===== config.mk =====
export PLATFORM = sky130hd
export DESIGN_NAME = proximity_haptic_pulser_core
export DESIGN_NICKNAME = d
export VERILOG_FILES = /design/src/rtl/php_pkg.sv /design/src/rtl/php_serial_mul.sv /design/src/rtl/php_serial_div.sv /design/src/rtl/proximity_haptic_pulser_core.sv
export SDC_FILE = /design/constraint.sdc
export NUM_CORES = 1
export LEC_CHECK = 0
export ABC_AREA = 1
export BUFFER_PORTS_ARGS = -buffer_cell sky130_fd_sc_hd__buf_2
export CAP_MARGIN = 0
export CORE_MARGIN = 8
export CORE_UTILIZATION = 57
export CTS_BUF_LIST = sky130_fd_sc_hd__clkbuf_16
export DETAILED_ROUTE_END_ITERATION = 8
export PLACE_DENSITY = 0.84
export SYNTH_ARGS = -nofsm -noshare
export SYNTH_HDL_FRONTEND = slang
export SYNTH_SLANG_ARGS = --single-unit

===== constraint.sdc =====
create_clock -name clk -period 5.7 [get_ports clk]
set_input_delay 1.425 -clock clk [delete_from_list [all_inputs] [get_ports clk]]
set_output_delay 1.425 -clock clk [all_outputs]
set_load 0.005 [all_outputs]

===== src/rtl/php_pkg.sv =====
// Shared types and constants for the proximity haptic pulser.
// Holds the beat layouts, item codes, register indexes and reset values.
// No dependencies; every other file in rtl imports this package.
package php_pkg;

    // Operand widths of the interval mapping datapath
    localparam int OFS_W  = 14;             // distance offset and window span
    localparam int MAG_W  = 16;             // magnitude of the interval slope
    localparam int QUO_W  = 16;             // quotient bits
    localparam int PROD_W = OFS_W + MAG_W;  // offset * magnitude

    localparam int CFG_IDX_W  = 3;
    localparam int CFG_DATA_W = 16;

    // Item kinds carried on s_tuser
    localparam logic [1:0] FUNC_DIST  = 2'd0;
    localparam logic [1:0] FUNC_ENC   = 2'd1;
    localparam logic [1:0] FUNC_PRESS = 2'd2;

    // Press patterns
    localparam logic [1:0] PRESS_SINGLE = 2'd0;
    localparam logic [1:0] PRESS_DOUBLE = 2'd1;
    localparam logic [1:0] PRESS_LONG   = 2'd2;

    // Configuration register indexes
    localparam logic [CFG_IDX_W-1:0] REG_NEAR_LIMIT    = 3'd0;
    localparam logic [CFG_IDX_W-1:0] REG_FAR_BASE      = 3'd1;
    localparam logic [CFG_IDX_W-1:0] REG_FAR_STEP      = 3'd2;
    localparam logic [CFG_IDX_W-1:0] REG_PULSE_ON      = 3'd3;
    localparam logic [CFG_IDX_W-1:0] REG_INTERVAL_NEAR = 3'd4;
    localparam logic [CFG_IDX_W-1:0] REG_INTERVAL_FAR  = 3'd5;

    // Reset values
    localparam logic [12:0] NEAR_LIMIT_RST    = 13'd1000;
    localparam logic [12:0] FAR_BASE_RST      = 13'd2300;
    localparam logic [7:0]  FAR_STEP_RST      = 8'd50;
    localparam logic [15:0] PULSE_ON_RST      = 16'd100;
    localparam logic [15:0] INTERVAL_NEAR_RST = 16'd50;
    localparam logic [15:0] INTERVAL_FAR_RST  = 16'd1000;
    localparam logic [13:0] FAR_LIMIT_RST     = 14'd2300;
    localparam logic [5:0]  DIST_COUNT_RST    = 6'd16;
    localparam logic [4:0]  VOL_COUNT_RST     = 5'd25;
    localparam logic [13:0] FAR_LIMIT_MAX     = 14'h3FFF;

    // Input beat, last member in the lowest bits
    typedef struct packed {
        logic [3:0]  pad;
        logic [1:0]  press_kind;
        logic        dt_level;
        logic        clk_level;
        logic [31:0] now_ms;
        logic [15:0] distance_mm;
    } php_item_t;

    // Result beat, last member in the lowest bits
    typedef struct packed {
        logic [3:0]  pad;
        logic        picture_request;
        logic [4:0]  volume_level;
        logic [5:0]  distance_step;
        logic [13:0] far_limit_mm;
        logic        calibrating;
        logic        motor_on;
    } php_result_t;

    localparam int ITEM_W   = $bits(php_item_t);
    localparam int RESULT_W = $bits(php_result_t);

endpackage


===== src/rtl/php_serial_mul.sv =====
// Bit-serial shift-add multiplier: one multiplier bit per cycle.
// Used for the distance offset times the interval slope magnitude.
// Depends on php_pkg.
module php_serial_mul
    import php_pkg::*;
(
    input  logic              clk,
    input  logic              rst_n,
    input  logic              start,
    input  logic [OFS_W-1:0]  a,
    input  logic [MAG_W-1:0]  b,
    output logic              done,
    output logic [PROD_W-1:0] product
);

    localparam int CNT_W = $clog2(MAG_W);

    logic             busy_reg;
    logic             done_reg;
    logic [CNT_W-1:0] cnt_reg;
    logic [OFS_W-1:0] a_reg;
    logic [OFS_W-1:0] hi_reg;
    logic [MAG_W-1:0] lo_reg;
    logic [OFS_W:0]   sum;

    // add the multiplicand when the current multiplier bit is set
    assign sum = {1'b0, hi_reg} + (lo_reg[0] ? {1'b0, a_reg} : {(OFS_W+1){1'b0}});

    always_ff @(posedge clk or negedge rst_n)
    begin
        if (!rst_n)
        begin
            busy_reg <= 1'b0;
            done_reg <= 1'b0;
            cnt_reg  <= '0;
        end
        else
        begin
            done_reg <= 1'b0;
            if (start)
            begin
                busy_reg <= 1'b1;
                cnt_reg  <= '0;
            end
            else if (busy_reg)
            begin
                cnt_reg <= cnt_reg + CNT_W'(1);
                if (cnt_reg == CNT_W'(MAG_W - 1))
                begin
                    busy_reg <= 1'b0;
                    done_reg <= 1'b1;
                end
            end
        end
    end

    always_ff @(posedge clk)
    begin
        if (start)
        begin
            a_reg  <= a;
            hi_reg <= '0;
            lo_reg <= b;
        end
        else if (busy_reg)
        begin
            // shift the partial product right by one
            hi_reg <= sum[OFS_W:1];
            lo_reg <= {sum[0], lo_reg[MAG_W-1:1]};
        end
    end

    assign done    = done_reg;
    assign product = {hi_reg, lo_reg};

endmodule


===== src/rtl/php_serial_div.sv =====
// Bit-serial restoring divider: one quotient bit per cycle.
// The numerator must be below den * 2^QUO_W, so the quotient fits QUO_W bits.
// Depends on php_pkg.
module php_serial_div
    import php_pkg::*;
(
    input  logic              clk,
    input  logic              rst_n,
    input  logic              start,
    input  logic [PROD_W-1:0] num,
    input  logic [OFS_W-1:0]  den,
    output logic              done,
    output logic [QUO_W-1:0]  quot
);

    localparam int CNT_W = $clog2(QUO_W);

    logic             busy_reg;
    logic             done_reg;
    logic [CNT_W-1:0] cnt_reg;
    logic [OFS_W-1:0] den_reg;
    logic [OFS_W-1:0] rem_reg;
    logic [QUO_W-1:0] lo_reg;
    logic [OFS_W:0]   trial;
    logic [OFS_W:0]   diff;
    logic             ge;

    assign trial = {rem_reg, lo_reg[QUO_W-1]};
    assign ge    = trial >= {1'b0, den_reg};
    assign diff  = trial - {1'b0, den_reg};

    always_ff @(posedge clk or negedge rst_n)
    begin
        if (!rst_n)
        begin
            busy_reg <= 1'b0;
            done_reg <= 1'b0;
            cnt_reg  <= '0;
        end
        else
        begin
            done_reg <= 1'b0;
            if (start)
            begin
                busy_reg <= 1'b1;
                cnt_reg  <= '0;
            end
            else if (busy_reg)
            begin
                cnt_reg <= cnt_reg + CNT_W'(1);
                if (cnt_reg == CNT_W'(QUO_W - 1))
                begin
                    busy_reg <= 1'b0;
                    done_reg <= 1'b1;
                end
            end
        end
    end

    always_ff @(posedge clk)
    begin
        if (start)
        begin
            // upper numerator bits are already below the divisor
            den_reg <= den;
            rem_reg <= num[PROD_W-1:QUO_W];
            lo_reg  <= num[QUO_W-1:0];
        end
        else if (busy_reg)
        begin
            rem_reg <= ge ? diff[OFS_W-1:0] : trial[OFS_W-1:0];
            lo_reg  <= {lo_reg[QUO_W-2:0], ge};
        end
    end

    assign done = done_reg;
    assign quot = lo_reg;

endmodule


===== src/rtl/proximity_haptic_pulser_core.sv =====
// Top level of the proximity haptic pulser: control sequencer, block state,
// configuration registers and output register. Depends on php_pkg,
// php_serial_mul and php_serial_div.
//
//  channel   dir  beat contents                         handshake
//  s_*       in   tuser=func, tdata=item fields         s_tvalid/s_tready
//  m_*       out  tdata=result fields                   m_tvalid/m_tready
//  cfg_*     in   register index and write data         cfg_we, no wait
//
// A distance sample inside the window in normal mode, with distinct window edges, goes
// through the serial multiply and then the serial divide before its result loads; every
// other item loads its result straight after evaluation. One item is in work at a time;
// s_tready returns with the load. A stalled result holds the next item only at its
// final load.
// Reset is asynchronous; it restores all but the item, func and interval registers.
module proximity_haptic_pulser_core
    import php_pkg::*;
#(
    parameter int MAX_DIST_STEPS = 32,
    parameter int MAX_VOLUME     = 20
)
(
    input  logic                  clk,
    input  logic                  rst_n,
    input  logic                  cfg_we,
    input  logic [CFG_IDX_W-1:0]  cfg_index,
    input  logic [CFG_DATA_W-1:0] cfg_data,
    input  logic                  s_tvalid,
    output logic                  s_tready,
    // distance_mm[15:0], now_ms[47:16], clk_level[48], dt_level[49],
    // press_kind[51:50], zero fill[55:52]
    input  logic [ITEM_W-1:0]     s_tdata,
    // func[1:0]
    input  logic [1:0]            s_tuser,
    output logic                  m_tvalid,
    input  logic                  m_tready,
    // motor_on[0], calibrating[1], far_limit_mm[15:2], distance_step[21:16],
    // volume_level[26:22], picture_request[27], zero fill[31:28]
    output logic [RESULT_W-1:0]   m_tdata
);

    localparam logic [5:0] DIST_MAX = 6'(MAX_DIST_STEPS);
    localparam logic [4:0] VOL_MAX  = 5'(MAX_VOLUME);

    typedef enum logic [2:0] {
        ST_IDLE,
        ST_EVAL,
        ST_MUL,
        ST_DIV,
        ST_FIN
    } state_t;

    state_t state_reg;

    // configuration
    logic [12:0] near_limit_reg;
    logic [12:0] far_base_reg;
    logic [7:0]  far_step_reg;
    logic [15:0] pulse_on_reg;
    logic [15:0] ivl_near_reg;
    logic [15:0] ivl_far_reg;

    // block state
    logic        cal_reg,     cal_next;
    logic        pin_reg,     pin_next;
    logic        flag_reg,    flag_next;
    logic [31:0] last_ms_reg, last_ms_next;
    logic [13:0] far_reg,     far_next;
    logic [5:0]  dist_reg,    dist_next;
    logic [4:0]  vol_reg,     vol_next;
    logic        lclk_reg,    lclk_next;
    logic        pic_next;

    // item and result
    php_item_t   item_reg;
    logic [1:0]  func_reg;
    logic [15:0] iv_reg;
    logic        m_tvalid_reg;
    php_result_t result_reg;
    php_result_t result_next;

    // datapath
    logic              in_window;
    logic              far_eq_near;
    logic              go_mul;
    logic [OFS_W-1:0]  ofs;
    logic [OFS_W-1:0]  span;
    logic              slope_neg;
    logic [MAG_W-1:0]  slope_mag;
    logic              mul_start;
    logic              mul_done;
    logic [PROD_W-1:0] product;
    logic              div_start;
    logic              div_done;
    logic [QUO_W-1:0]  quot;
    logic [17:0]       quot_s;
    logic [17:0]       iv_sum;
    logic [15:0]       iv_calc;
    logic [31:0]       elapsed;
    logic              out_free;
    logic              commit;
    logic              enc_up;
    logic [5:0]        dist_step;
    logic [4:0]        vol_step;
    logic [13:0]       far_prod;
    logic [14:0]       far_sum;
    logic [13:0]       far_cal;

    assign out_free = !m_tvalid_reg || m_tready;
    assign commit   = (state_reg == ST_FIN) && out_free;

    assign in_window   = ({3'b000, near_limit_reg} <= item_reg.distance_mm) &&
                         (item_reg.distance_mm <= {2'b00, far_reg});
    assign far_eq_near = far_reg == {1'b0, near_limit_reg};
    assign go_mul      = (func_reg == FUNC_DIST) && !cal_reg && in_window && !far_eq_near;

    // inside the window the offset fits the span width
    assign ofs       = OFS_W'(item_reg.distance_mm - {3'b000, near_limit_reg});
    assign span      = far_reg - {1'b0, near_limit_reg};
    assign slope_neg = ivl_far_reg < ivl_near_reg;
    assign slope_mag = slope_neg ? (ivl_near_reg - ivl_far_reg) : (ivl_far_reg - ivl_near_reg);

    assign mul_start = (state_reg == ST_EVAL) && go_mul;
    assign div_start = (state_reg == ST_MUL) && mul_done;

    php_serial_mul u_mul (
        .clk     (clk),
        .rst_n   (rst_n),
        .start   (mul_start),
        .a       (ofs),
        .b       (slope_mag),
        .done    (mul_done),
        .product (product)
    );

    php_serial_div u_div (
        .clk   (clk),
        .rst_n (rst_n),
        .start (div_start),
        .num   (product),
        .den   (span),
        .done  (div_done),
        .quot  (quot)
    );

    // apply the slope sign after dividing magnitudes: truncation toward zero
    assign quot_s  = slope_neg ? (18'd0 - {2'b00, quot}) : {2'b00, quot};
    assign iv_sum  = quot_s + {2'b00, ivl_near_reg};
    assign iv_calc = iv_sum[17] ? 16'd0 : (iv_sum[16] ? 16'hFFFF : iv_sum[15:0]);

    assign elapsed = item_reg.now_ms - last_ms_reg;

    // encoder step with saturation on both counts
    assign enc_up = item_reg.dt_level != item_reg.clk_level;

    always_comb
    begin
        if (enc_up)
        begin
            dist_step = (dist_reg >= DIST_MAX) ? DIST_MAX : dist_reg + 6'd1;
            vol_step  = (vol_reg >= VOL_MAX) ? VOL_MAX : vol_reg + 5'd1;
        end
        else
        begin
            dist_step = (dist_reg == 6'd0) ? 6'd0 :
                        ((dist_reg - 6'd1 > DIST_MAX) ? DIST_MAX : dist_reg - 6'd1);
            vol_step  = (vol_reg == 5'd0) ? 5'd0 :
                        ((vol_reg - 5'd1 > VOL_MAX) ? VOL_MAX : vol_reg - 5'd1);
        end
    end

    assign far_prod = dist_step * far_step_reg;
    assign far_sum  = {2'b00, far_base_reg} + {1'b0, far_prod};
    assign far_cal  = far_sum[14] ? FAR_LIMIT_MAX : far_sum[13:0];

    always_comb
    begin
        cal_next     = cal_reg;
        pin_next     = pin_reg;
        flag_next    = flag_reg;
        last_ms_next = last_ms_reg;
        far_next     = far_reg;
        dist_next    = dist_reg;
        vol_next     = vol_reg;
        lclk_next    = lclk_reg;
        pic_next     = 1'b0;
        case (func_reg)
            FUNC_DIST:
            begin
                if (!cal_reg)
                begin
                    if (in_window)
                    begin
                        if (!flag_reg && (elapsed >= {16'd0, iv_reg}))
                        begin
                            pin_next     = 1'b1;
                            flag_next    = 1'b1;
                            last_ms_next = item_reg.now_ms;
                        end
                        else if (flag_reg && (elapsed >= {16'd0, pulse_on_reg}))
                        begin
                            pin_next     = 1'b0;
                            flag_next    = 1'b0;
                            last_ms_next = item_reg.now_ms;
                        end
                    end
                    else
                    begin
                        pin_next  = 1'b0;
                        flag_next = 1'b0;
                    end
                end
            end
            FUNC_ENC:
            begin
                if (item_reg.clk_level != lclk_reg)
                begin
                    dist_next = dist_step;
                    vol_next  = vol_step;
                    if (cal_reg)
                    begin
                        far_next = far_cal;
                    end
                end
                lclk_next = item_reg.clk_level;
            end
            FUNC_PRESS:
            begin
                case (item_reg.press_kind)
                    PRESS_SINGLE:
                    begin
                        pin_next = 1'b0;
                        if (cal_reg)
                        begin
                            cal_next = 1'b0;
                        end
                        else
                        begin
                            pic_next = 1'b1;
                        end
                    end
                    PRESS_LONG:
                    begin
                        if (!cal_reg)
                        begin
                            cal_next = 1'b1;
                            pin_next = 1'b0;
                        end
                    end
                    default:
                    begin
                    end
                endcase
            end
            default:
            begin
            end
        endcase
    end

    always_comb
    begin
        result_next                 = '0;
        result_next.motor_on        = pin_next;
        result_next.calibrating     = cal_next;
        result_next.far_limit_mm    = far_next;
        result_next.distance_step   = dist_next;
        result_next.volume_level    = vol_next;
        result_next.picture_request = pic_next;
    end

    // sequencer, block state and output register
    always_ff @(posedge clk or negedge rst_n)
    begin
        if (!rst_n)
        begin
            state_reg    <= ST_IDLE;
            cal_reg      <= 1'b0;
            pin_reg      <= 1'b0;
            flag_reg     <= 1'b0;
            last_ms_reg  <= '0;
            far_reg      <= FAR_LIMIT_RST;
            dist_reg     <= DIST_COUNT_RST;
            vol_reg      <= VOL_COUNT_RST;
            lclk_reg     <= 1'b1;
            m_tvalid_reg <= 1'b0;
            result_reg   <= '0;
        end
        else
        begin
            if (m_tready && !commit)
            begin
                m_tvalid_reg <= 1'b0;
            end
            case (state_reg)
                ST_IDLE:
                begin
                    if (s_tvalid)
                    begin
                        state_reg <= ST_EVAL;
                    end
                end
                ST_EVAL:
                begin
                    state_reg <= go_mul ? ST_MUL : ST_FIN;
                end
                ST_MUL:
                begin
                    if (mul_done)
                    begin
                        state_reg <= ST_DIV;
                    end
                end
                ST_DIV:
                begin
                    if (div_done)
                    begin
                        state_reg <= ST_FIN;
                    end
                end
                ST_FIN:
                begin
                    // hold until the output register can take the beat
                    if (out_free)
                    begin
                        cal_reg      <= cal_next;
                        pin_reg      <= pin_next;
                        flag_reg     <= flag_next;
                        last_ms_reg  <= last_ms_next;
                        far_reg      <= far_next;
                        dist_reg     <= dist_next;
                        vol_reg      <= vol_next;
                        lclk_reg     <= lclk_next;
                        result_reg   <= result_next;
                        m_tvalid_reg <= 1'b1;
                        state_reg    <= ST_IDLE;
                    end
                end
                default:
                begin
                    state_reg <= ST_IDLE;
                end
            endcase
        end
    end

    always_ff @(posedge clk)
    begin
        if (s_tvalid && s_tready)
        begin
            item_reg <= php_item_t'(s_tdata);
            func_reg <= s_tuser;
        end
        // equal edges use the near interval; the divider result replaces it
        if (state_reg == ST_EVAL)
        begin
            iv_reg <= ivl_near_reg;
        end
        else if ((state_reg == ST_DIV) && div_done)
        begin
            iv_reg <= iv_calc;
        end
    end

    always_ff @(posedge clk or negedge rst_n)
    begin
        if (!rst_n)
        begin
            near_limit_reg <= NEAR_LIMIT_RST;
            far_base_reg   <= FAR_BASE_RST;
            far_step_reg   <= FAR_STEP_RST;
            pulse_on_reg   <= PULSE_ON_RST;
            ivl_near_reg   <= INTERVAL_NEAR_RST;
            ivl_far_reg    <= INTERVAL_FAR_RST;
        end
        else if (cfg_we)
        begin
            case (cfg_index)
                REG_NEAR_LIMIT:    near_limit_reg <= cfg_data[12:0];
                REG_FAR_BASE:      far_base_reg   <= cfg_data[12:0];
                REG_FAR_STEP:      far_step_reg   <= cfg_data[7:0];
                REG_PULSE_ON:      pulse_on_reg   <= cfg_data;
                REG_INTERVAL_NEAR: ivl_near_reg   <= cfg_data;
                REG_INTERVAL_FAR:  ivl_far_reg    <= cfg_data;
                default:
                begin
                end
            endcase
        end
    end

    assign s_tready = state_reg == ST_IDLE;
    assign m_tvalid = m_tvalid_reg;
    assign m_tdata  = result_reg;

endmodule


**After elaboration in Yosys (flattened, before gate mapping)**

Cells that the tools add are included.

- Register bits: 343

- Add/subtract/negate cells: 16
- Multiply operators: 1
- Order comparisons: 10
- Equal/unequal tests: 26
- Mux-type cells: 69
- Bitwise logic cells: 1
- Reductions and logical operators: 43

Operators by type and width:

| operator | count |
|---|---|
| 16-bit two-way mux | 9 |
| 14-bit two-way mux | 8 |
| 32-bit by 16-bit greater-or-equal comparator with 1-bit output | 2 |
| 32-bit two-way mux | 2 |
| 6-bit two-way mux | 6 |
| 16-bit subtractor | 2 |
| 32-bit subtractor | 1 |
| 5-bit two-way mux | 6 |
| 14-bit by 13-bit subtractor with 14-bit output | 2 |
| 1-bit two-way mux | 24 |
| 18-bit by 16-bit adder with 18-bit output | 1 |
| 18-bit two-way mux | 1 |
| 1-bit by 16-bit subtractor with 17-bit output, first input constant | 1 |
| 13-bit by 16-bit <= comparator with 1-bit output | 1 |
| 16-bit by 14-bit <= comparator with 1-bit output | 1 |
| 16-bit < comparator | 1 |
| 4-bit two-way mux | 4 |
| 13-bit by 14-bit adder with 15-bit output | 1 |
| 14-bit by 15-bit adder with 15-bit output | 1 |
| 15-bit by 14-bit greater-or-equal comparator with 1-bit output | 1 |
| 3-bit two-way mux | 5 |
| 3-bit case mux with 5 select lines | 1 |
| 14-bit by 13-bit equality test with 1-bit output | 1 |
| 6-bit by 8-bit multiplier with 14-bit output | 1 |
| 39 further kinds | 83 |

**Logic depth before layout (Yosys ltp)**

Gate-level depths: netlist of the first run.

- Word-level depth: 11
- Mapped depth: 31
- Gate-level depth less buffers: 31

**By module**

A second synthesis of the first run with hierarchy kept.

- Cell total of the unflattened synthesis: 3,236
- Area, all modules: 24,674.9 µm²

Modules (own cells, without submodules):

| module | times used | cells an instance | area an instance (µm²) |
|---|---|---|---|
| proximity_haptic_pulser_core | 1 | 2,477 | 18,729.2 |
| php_serial_div | 1 | 410 | 3,178.0 |
| php_serial_mul | 1 | 349 | 2,767.7 |

**Worst setup path before layout of the first run**

No wires, ideal clock.

- Path kind: reg2reg
- Start point: register dist_reg[0]
- End point: register far_reg[13]
- Library setup time: 0.077 ns
- Arrival time: 5.595 ns
- Data required time: 5.623 ns
- Setup slack: 0.028 ns
- Cell stages (with the launch flop): 29
- Path buffers: 0
- Cell sequence: dfrtp_1 inv_1 ha_1 inv_1 or2_2 nor2_1 xor2_1 nand3_1 nand2_1 nand3b_1 o22ai_1 nand2_1 fa_1 fa_1 inv_1 fa_1 inv_1 fa_1 inv_1 ha_1 nand2_1 o21ai_0 nand3_1 nand2_1 xor2_1 nor2_1 inv_1 nor2_1 a21oi_1

- Cells in the longest elaborated chain, start to end: 11
- Elaborated cells between the ends (all ways): 15
- Classes of those cells: add/sub (3); mul (1); order compare (2); mux (8); reduce/logical (1)

RTL lines:

| what | line | text |
|---|---|---|
| from (decl) | proximity_haptic_pulser_core.sv:69 | `logic [5:0] dist_reg, dist_next;` |
| from (signal assigned) | proximity_haptic_pulser_core.sv:331 | `dist_reg <= dist_next;` |
| 6-bit by 1-bit subtractor with 6-bit output | proximity_haptic_pulser_core.sv:166 | `((dist_reg - 6'd1 > DIST_MAX) ? DIST_MAX : dist_reg - 6'd1);` |
| 6-bit > comparator | proximity_haptic_pulser_core.sv:166 |  |
| 6-bit two-way mux | proximity_haptic_pulser_core.sv:166 |  |
| 6-bit two-way mux | proximity_haptic_pulser_core.sv:165 | `dist_step = (dist_reg == 6'd0) ? 6'd0 :` |
| 6-bit two-way mux (*) | proximity_haptic_pulser_core.sv:158 | `if (enc_up)` |
| 6-bit by 8-bit multiplier with 14-bit output (*) | proximity_haptic_pulser_core.sv:172 | `assign far_prod = dist_step * far_step_reg;` |
| 13-bit by 14-bit adder with 15-bit output (*) | proximity_haptic_pulser_core.sv:173 | `assign far_sum = {2'b00, far_base_reg} + {1'b0, far_prod};` |
| 14-bit two-way mux (*) | proximity_haptic_pulser_core.sv:174 | `assign far_cal = far_sum[14] ? FAR_LIMIT_MAX : far_sum[13:0];` |
| 14-bit two-way mux (*) | proximity_haptic_pulser_core.sv:220 | `if (cal_reg)` |
| 14-bit two-way mux (*) | proximity_haptic_pulser_core.sv:216 | `if (item_reg.clk_level != lclk_reg)` |
| 14-bit two-way mux (*) | proximity_haptic_pulser_core.sv:187 | `case (func_reg)` |
| to (signal assigned) | proximity_haptic_pulser_core.sv:330 | `far_reg <= far_next;` |
| to (decl) | proximity_haptic_pulser_core.sv:68 | `logic [13:0] far_reg, far_next;` |

Mark *: on every way between the ends. The rest lies on a longest branch, timed or not.
A chain may end at the register's enable or synchronous reset.

**Final worst setup path of the first run**

- Start point: register dist_reg[0]
- End point: register far_reg[6]

Same word-level chain as after synthesis.

==> out/metrics.cfg, run 1 <==
[run_status]
status=finished with violations
violations=negative setup slack

[finish]
fin_nets=3511
multi_input_area_sq_um=12900
final_util_pct=63.9
diodes=0
seqCellArea_sq_um=8930
final_layout_size_suffix_gt1_share_pct=10.5
area_growth_pct=11.5
largest_reg_flops=52
design_area_sq_um=26600
fillers=3411

[floorplanning]
die_h_um=221
die_w_um=221
start_util_pct=57.3
num_rows=75
coreArea_sq_um=41700
die-area_sq_um=48700
io_pins=116

[worst_setup_path]
r2r_setup_slack_ns=-0.09
crit_path_end_kind=register
crit_type=register to register
crit_path_frequent_cell=fa_1
slowest_delay_ns=0.51
crit_fanout=5
cp_data_required_time_ns=6.17
cp-startpoint=dist_reg[0]
crit_path_start_kind=register
reg2reg_from=dist_reg[0]
cpLargestDelayFamily=adder cells
cp_slowest_cell=fa_1
critical_path_arrival_ns=6.25
crit_cells=28
r2r_cells=28
cp.buffers_inverters=7

[route]
remaining_drc_errors=0
wl_per_cell_um=17.1
dr.pass1.iters=6
routed_via_density=5.54
drtIter0Drc=2075
ant_nets=0
routed_wl_um=63500
vias=20613

[hold_path]
worst_hold_startpoint=m_tdata[0]
hold_path_depth=2
hp-class=register to register

[logic_synthesis]
synth_top_family_by_area=simple AND/OR/NAND/NOR gates
synth_xor_area_share_pct=4.73
syn_inst=3035
synth-edff-count=144
ys.flop_type=edfxtp_1
ys_seq_area_share_pct=37.4
synthMuxAreaShare_pct=0.0891
ys_warn_count=0
synthSimpleGateAreaFrac_pct=19.5
synthAdderAreaFrac_pct=15.8
syn_avg_cell_area_sq_um=7.86
synth_seq_cells=329
netlist_area_sq_um=23900
synth_compound_area_share_pct=12.2
ys_types=59
async_flop_share_pct=52.0

[pwr]
seq_power_share_pct=25.4
power.density_nw_per_um2=560
p_sw_share_pct=46.8
pwr-share-clk_pct=15.6
power.leakage_nw=13.4
p_switching_mw=6.98
p_int_mw=7.93
vdd_drop_max_v=0.000514
pwr-share-comb_pct=59.0

[sta]
min_period_ns=5.79
grt_setup_unrepaired=true
setup_viol=4
clock_skew_ns=0.0203
worst_slew_pin_slew_ns=1.03
min_period_over_period_pct=102
hold_viol_final=0
whs_ns=0.470
fmax_mhz=173
slew_headroom_pct=31.0
maxSlewViolCount=0
worst_slack_ns=-0.0876

[run]
max-cap-violations=0

[clocking]
numCtsBuffers=37
postCtsHoldBufs=0
worstSkewPairLatency_ns=0.56
clk_pin_slew_worst_paths_ns=0.06
cts_tree=yes
clk_path_buf_depth=3
root_buffer=clkbuf_16
numClockSinks=329
htree_levels=2

[global_route]
grt_pass1_vias=19225
antenna_found_initial=0
grt_pass1_wl_um=99600
grt_max_degree=101
grt.overflow.total=0
grt_usage_pct=25.6

[place]
port_buffers=107
dp_hpwl_um=47400
dpl_cell_area_sq_um=25000
gp_congestion=0.973

==> worst reg2reg max path, delay by kind of cell (launching register included) <==
kind / cells / cell delay, ns
compound gates: 6 / 0.97
fa+ha+maj: 6 / 2.34
buf+inv: 7 / 0.73
simple gates: 7 / 0.92
flops: 1 / 0.39
xor+xnor: 2 / 0.36
==> Yosys cell counts, types with 5 or more instances <==
cell type,number,area share [%]
o211ai_1,6,0.19
fa_1,43,3.6
ha_1,232,12
or2_2,9,0.24
nand2_2,6,0.16
nand4_1,25,0.66
buf_2,9,0.19
clkbuf_1,39,0.61
nor3_1,30,0.63
a21oi_1,178,3.7
nand3_1,117,2.5
nand2_1,744,12
nor2_2,7,0.18
o31ai_1,11,0.35
buf_4,20,0.63
o21ai_0,250,5.2
a31oi_1,14,0.37
xnor2_1,29,1.1
nor2_1,192,3.0
a211oi_1,7,0.22
o22ai_1,5,0.13
dfxtp_1,14,1.2
dfrtp_1,131,14
xor2_1,100,3.7
edfxtp_1,144,18
inv_1,544,8.6
a221oi_1,6,0.22
dfstp_2,40,4.4
a21boi_0,5,0.16
o21bai_1,9,0.28
a21o_1,13,0.41
nand3b_1,5,0.16
nor4_1,5,0.13
==> path summary, 6_finish.rpt <==
kind / endpoint
setup reg to reg: far_reg[6]
min in group asynchronous: ivl_far_reg[1]
setup / recovery: far_reg[6]
max in group asynchronous: lclk_reg
hold reg to reg: m_tdata[0]
hold / removal: m_tdata[0]
==> repair_timing <==
action                                  in CTS  in global routing
gates resized for setup                     13                 81
endpoints found under the setup margin      21                 21
buffers inserted                             0                  5
endpoints found under the hold margin        0                  0
pin swaps                                    1                 37
==> logic make-up (layout without fill, tap and decap cells) <==
kind of cell | after synthesis | count (layout)
DFF | 329 | 329
AOI/OAI and AO/OA | 530 | 530
and+or+nand+nor | 1146 | 1146
other | 1 | 4
muxes | 2 | 2
xor gates and xnor gates | 129 | 129
adders and majority gates | 275 | 275
buffers and inverters | 623 | 768
==> layer usage <==
| layer | GRT usage, % | vias to the layer above | share of wire [%] |
|---|---|---|---|
| li1 | - | 10025 | - |
| met3 | 3.77 | 115 | 7.9 |
| met1 | 36.0 | 9621 | 43 |
| met4 | 7.27 | 0 | 3.0 |
| met2 | 40.7 | 852 | 46 |
| met5 | 0 | - | 0 |
==> power groups by stage <==
stage | clock [mW] | sequential [mW] | combinational (mW)
final | 2.32 | 3.79 | 8.79
after global routing | 2.44 | 3.84 | 9.76
after CTS | 2.35 | 3.76 | 7.97
after detailed placement | 0 | 3.79 | 7.83
after global placement | 0 | 3.78 | 7.60
after floorplan | 0 | 3.60 | 5.72
==> stage by stage <==
stage	power, mW	cells	setup TNS, ns	setup slack (ns)
final	14.9	3722	-0.156	-0.0876
after global routing	16.0	3722	-4.12	-0.351
after CTS	14.1	3717	0	0.00207
after detailed placement	11.6	3649	-1.75	-0.143
after global placement	11.4	3649	-0.740	-0.0876
after floorplan	9.32	3038	0	0.0279
==> area by class of cell <==
type / instances / share of cell area [%]
inverters: 548 / 7.74
repair buffers: 152 / 3.42
multi-input cells: 2086 / 48.3
flip-flops and latches: 329 / 33.6
clock buffers: 39 / 3.67
well taps: 539 / 2.53
clock inverters: 29 / 0.715
==> cell usage in the layout, fill, tap and decap left out, types with 7 or more instances in the layout <==
master     count
o21bai_1       9
a21oi_1      172
or2_2          8
dfrtp_1      131
o21ai_0      238
a21o_1        13
a31oi_1       14
nand2_1      740
nand4_1       25
edfxtp_1     144
clkbuf_16     39
clkinv_1      10
nand2_2        9
xnor2_1       29
ha_1         225
nor2_1       177
inv_2         13
dfxtp_1       14
a211oi_1       7
buf_2        106
dfstp_2       40
nor3_1        29
nor2_4         9
nor2_2        13
fa_1          43
o21ai_1       12
xor2_1        98
inv_1        541
buf_4         39
nand3_1      116
No activity file was read; power rests on OpenSTA's default activity.
==> run 2: changes to the inputs <==
--- a/config.mk
+++ b/config.mk
@@ -5,10 +5,10 @@
 export SDC_FILE = /design/constraint.sdc
 export NUM_CORES = 1
 export LEC_CHECK = 0
-export ABC_AREA = 1
+export ABC_AREA = 0
 export BUFFER_PORTS_ARGS = -buffer_cell sky130_fd_sc_hd__buf_2
 export CAP_MARGIN = 0
-export CORE_MARGIN = 8
+export CORE_MARGIN = 4
 export CORE_UTILIZATION = 57
 export CTS_BUF_LIST = sky130_fd_sc_hd__clkbuf_16
 export DETAILED_ROUTE_END_ITERATION = 8
==> run 2 against run 1 <==
Effect of this change: the run still ends with negative setup slack left; worst setup slack got worse by 0.45 ns; core utilization rose by 1.3 points; final cell count fell by 15%; synthesized cell count fell by 19%; sequential share of layout area barely moved; non-clock buffer count rose by 47; largest cell class unchanged.
==> out/metrics.cfg, run 2 <==
[route]
drtIter0Drc=1828
routed_wl_um=62900
vias=19153
wl_per_cell_um=19.9
ant_nets=0
routed_via_density=6.05
remaining_drc_errors=0
dr.pass1.iters=8

[place]
dp_hpwl_um=46400
port_buffers=107
gp_congestion=0.918

[clocking]
clk_path_buf_depth=3
cts_tree=yes
worstSkewPairLatency_ns=0.55
numClockSinks=329
numCtsBuffers=37
root_buffer=clkbuf_16
clk_pin_slew_worst_paths_ns=0.06
htree_levels=2

[sta]
fmax_mhz=160
grt_setup_unrepaired=true
whs_ns=0.475
worst_slack_ns=-0.541
slew_headroom_pct=20.8
setup_viol=21
worst_slew_pin_slew_ns=1.19
maxSlewViolCount=0
min_period_over_period_pct=109
min_period_ns=6.24
clock_skew_ns=0.0136
hold_viol_final=0

[floorplanning]
coreArea_sq_um=40800
die_h_um=211
die-area_sq_um=44600
start_util_pct=57.6
die_w_um=211
num_rows=74
io_pins=116

[logic_synthesis]
ys_top_cells_by_area=edfxtp_1 18%, dfrtp_1 14%, ha_1 12%
ys_warn_count=0
synth.most_common_cell=inv_1
ys_types=88
synth_top_area_share_pct=18.4
async_flop_share_pct=52.0
netlist_area_sq_um=23500
syn_avg_cell_area_sq_um=9.55
synth-edff-count=144
syn_inst=2464
yosys-top-cells-count=278 x inv_1, 232 x ha_1, 221 x nand2_1
ys_seq_area_share_pct=38.0
synth_seq_cells=329
synth.largest_area_cell=edfxtp_1
ys.flop_type=edfxtp_1

[finish]
final_layout_size_suffix_gt1_share_pct=18.3
mostFrequentLayoutCells=285 x inv_1, 224 x ha_1, 217 x nand2_1
final_common_cell=inv_1
area_growth_pct=13.2
multi_input_area_sq_um=13500
fin_nets=2965
largest_reg_flops=52
fillers=3020
seqCellArea_sq_um=8930

[global_route]
grt.overflow.total=0
antenna_found_initial=2
grt_pass1_vias=18863
grt_usage_pct=27.0
grt_pass1_wl_um=97500
grt_max_degree=74

[worst_setup_path]
crit_path_frequent_cell=fa_1
crit_fanout=5
cp_data_required_time_ns=6.18
cp_slowest_cell=fa_1
cp-startpoint=dist_reg[1]
crit_path_end_kind=register
reg2reg_from=dist_reg[1]
crit_path_start_kind=register
critical_path_arrival_ns=6.72
slowest_delay_ns=0.51
crit_type=register to register
r2r_cells=25

[hold_path]
hold_path_depth=2
worst_hold_startpoint=m_tdata[27]
hp-class=register to register

[run_status]
status=finished with violations
violations=negative setup slack

[run]
max-cap-violations=0

==> run 2: cell count changes in the layout (fill, tap and decap cells not counted), moves of 51 or more <==
cell,change
mux2_2,+60
inv_1,-256
o21ai_0,-101
xor2_1,-51
nand2_1,-523
nand3_1,-82
==> run 2: layout make-up <==
cell class                      instances  area share [%]
Inverter                              279            3.93
Sequential cell                       329            33.6
Clock buffer                           37            3.48
Multi-Input combinational cell       1762            50.9
Tap cell                              532            2.50
Timing Repair Buffer                  199            4.93
Clock inverter                         28           0.672
Antenna cell                            2          0.0188
==> run 2: what timing repair did <==
| action | 4_1_cts | 5_1_grt |
|---|---|---|
| setup endpoints to repair | 21 | 69 |
| pin swaps | 14 | 45 |
| buffers inserted | 3 | 10 |
| cloned | 0 | 2 |
| hold buffers | 0 | 0 |
| gates resized for setup | 17 | 54 |
==> run 2: kinds of logic after synthesis <==
| family | count (synthesis) | synth area share [%] |
|---|---|---|
| DFF | 329 | 38.0 |
| xor gates and xnor gates | 113 | 4.21 |
| other | 1 | 0.0159 |
| buffers and inverters | 376 | 6.54 |
| adders and majority gates | 275 | 16.0 |
| and+or+nand+nor | 678 | 13.9 |
| muxes | 119 | 6.03 |
| AOI/OAI and AO/OA | 573 | 15.3 |
==> run 2: worst paths after layout <==
kind                       slack (ns)               to
min in group asynchronous        0.89   last_ms_reg[8]
min reg2reg                      0.48      m_tdata[27]
max in group asynchronous        3.59  ivl_far_reg[10]
max                             -0.54       far_reg[5]
min                              0.48      m_tdata[27]
max reg2reg                     -0.54       far_reg[5]
==> run 2: stage by stage <==
stage	worst slack [ns]	cells	cell area (sq um)	util [%]	TNS (ns)
6_report	-0.541	3168	26600	65.2	-10.12
3_3_place_gp	-0.215	3086	25100	61.4	-3.35
2_1_floorplan	-0.0793	2467	23700	-	-1.16
5_1_grt	-0.679	3166	26600	65.2	-13.47
3_5_place_dp	-0.514	3086	25100	61.4	-9.43
4_1_cts	-0.422	3154	26300	64.3	-7.70
==> run 2: routing by layer <==
metal	wire length, um	global-route usage, %	up-vias
li1	-	-	8904
met1	24900	35.0	9239
met2	30000	45.1	819
met3	5150	5.18	191
met4	2800	10.7	0
met5	0	0	-
==> run 2: critical path: cells and delay by family, from the launching register on <==
family          cells  cell delay (ns)
fa+ha+maj           5             2.18
simple gates        6             1.76
compound gates      7             0.98
buf+inv             6             0.66
flops               1             0.42
xor+xnor            1             0.14
Power of run 2 is not shown: default switching activity piles up to over one toggle a cycle in this logic, so the estimate is an artifact.
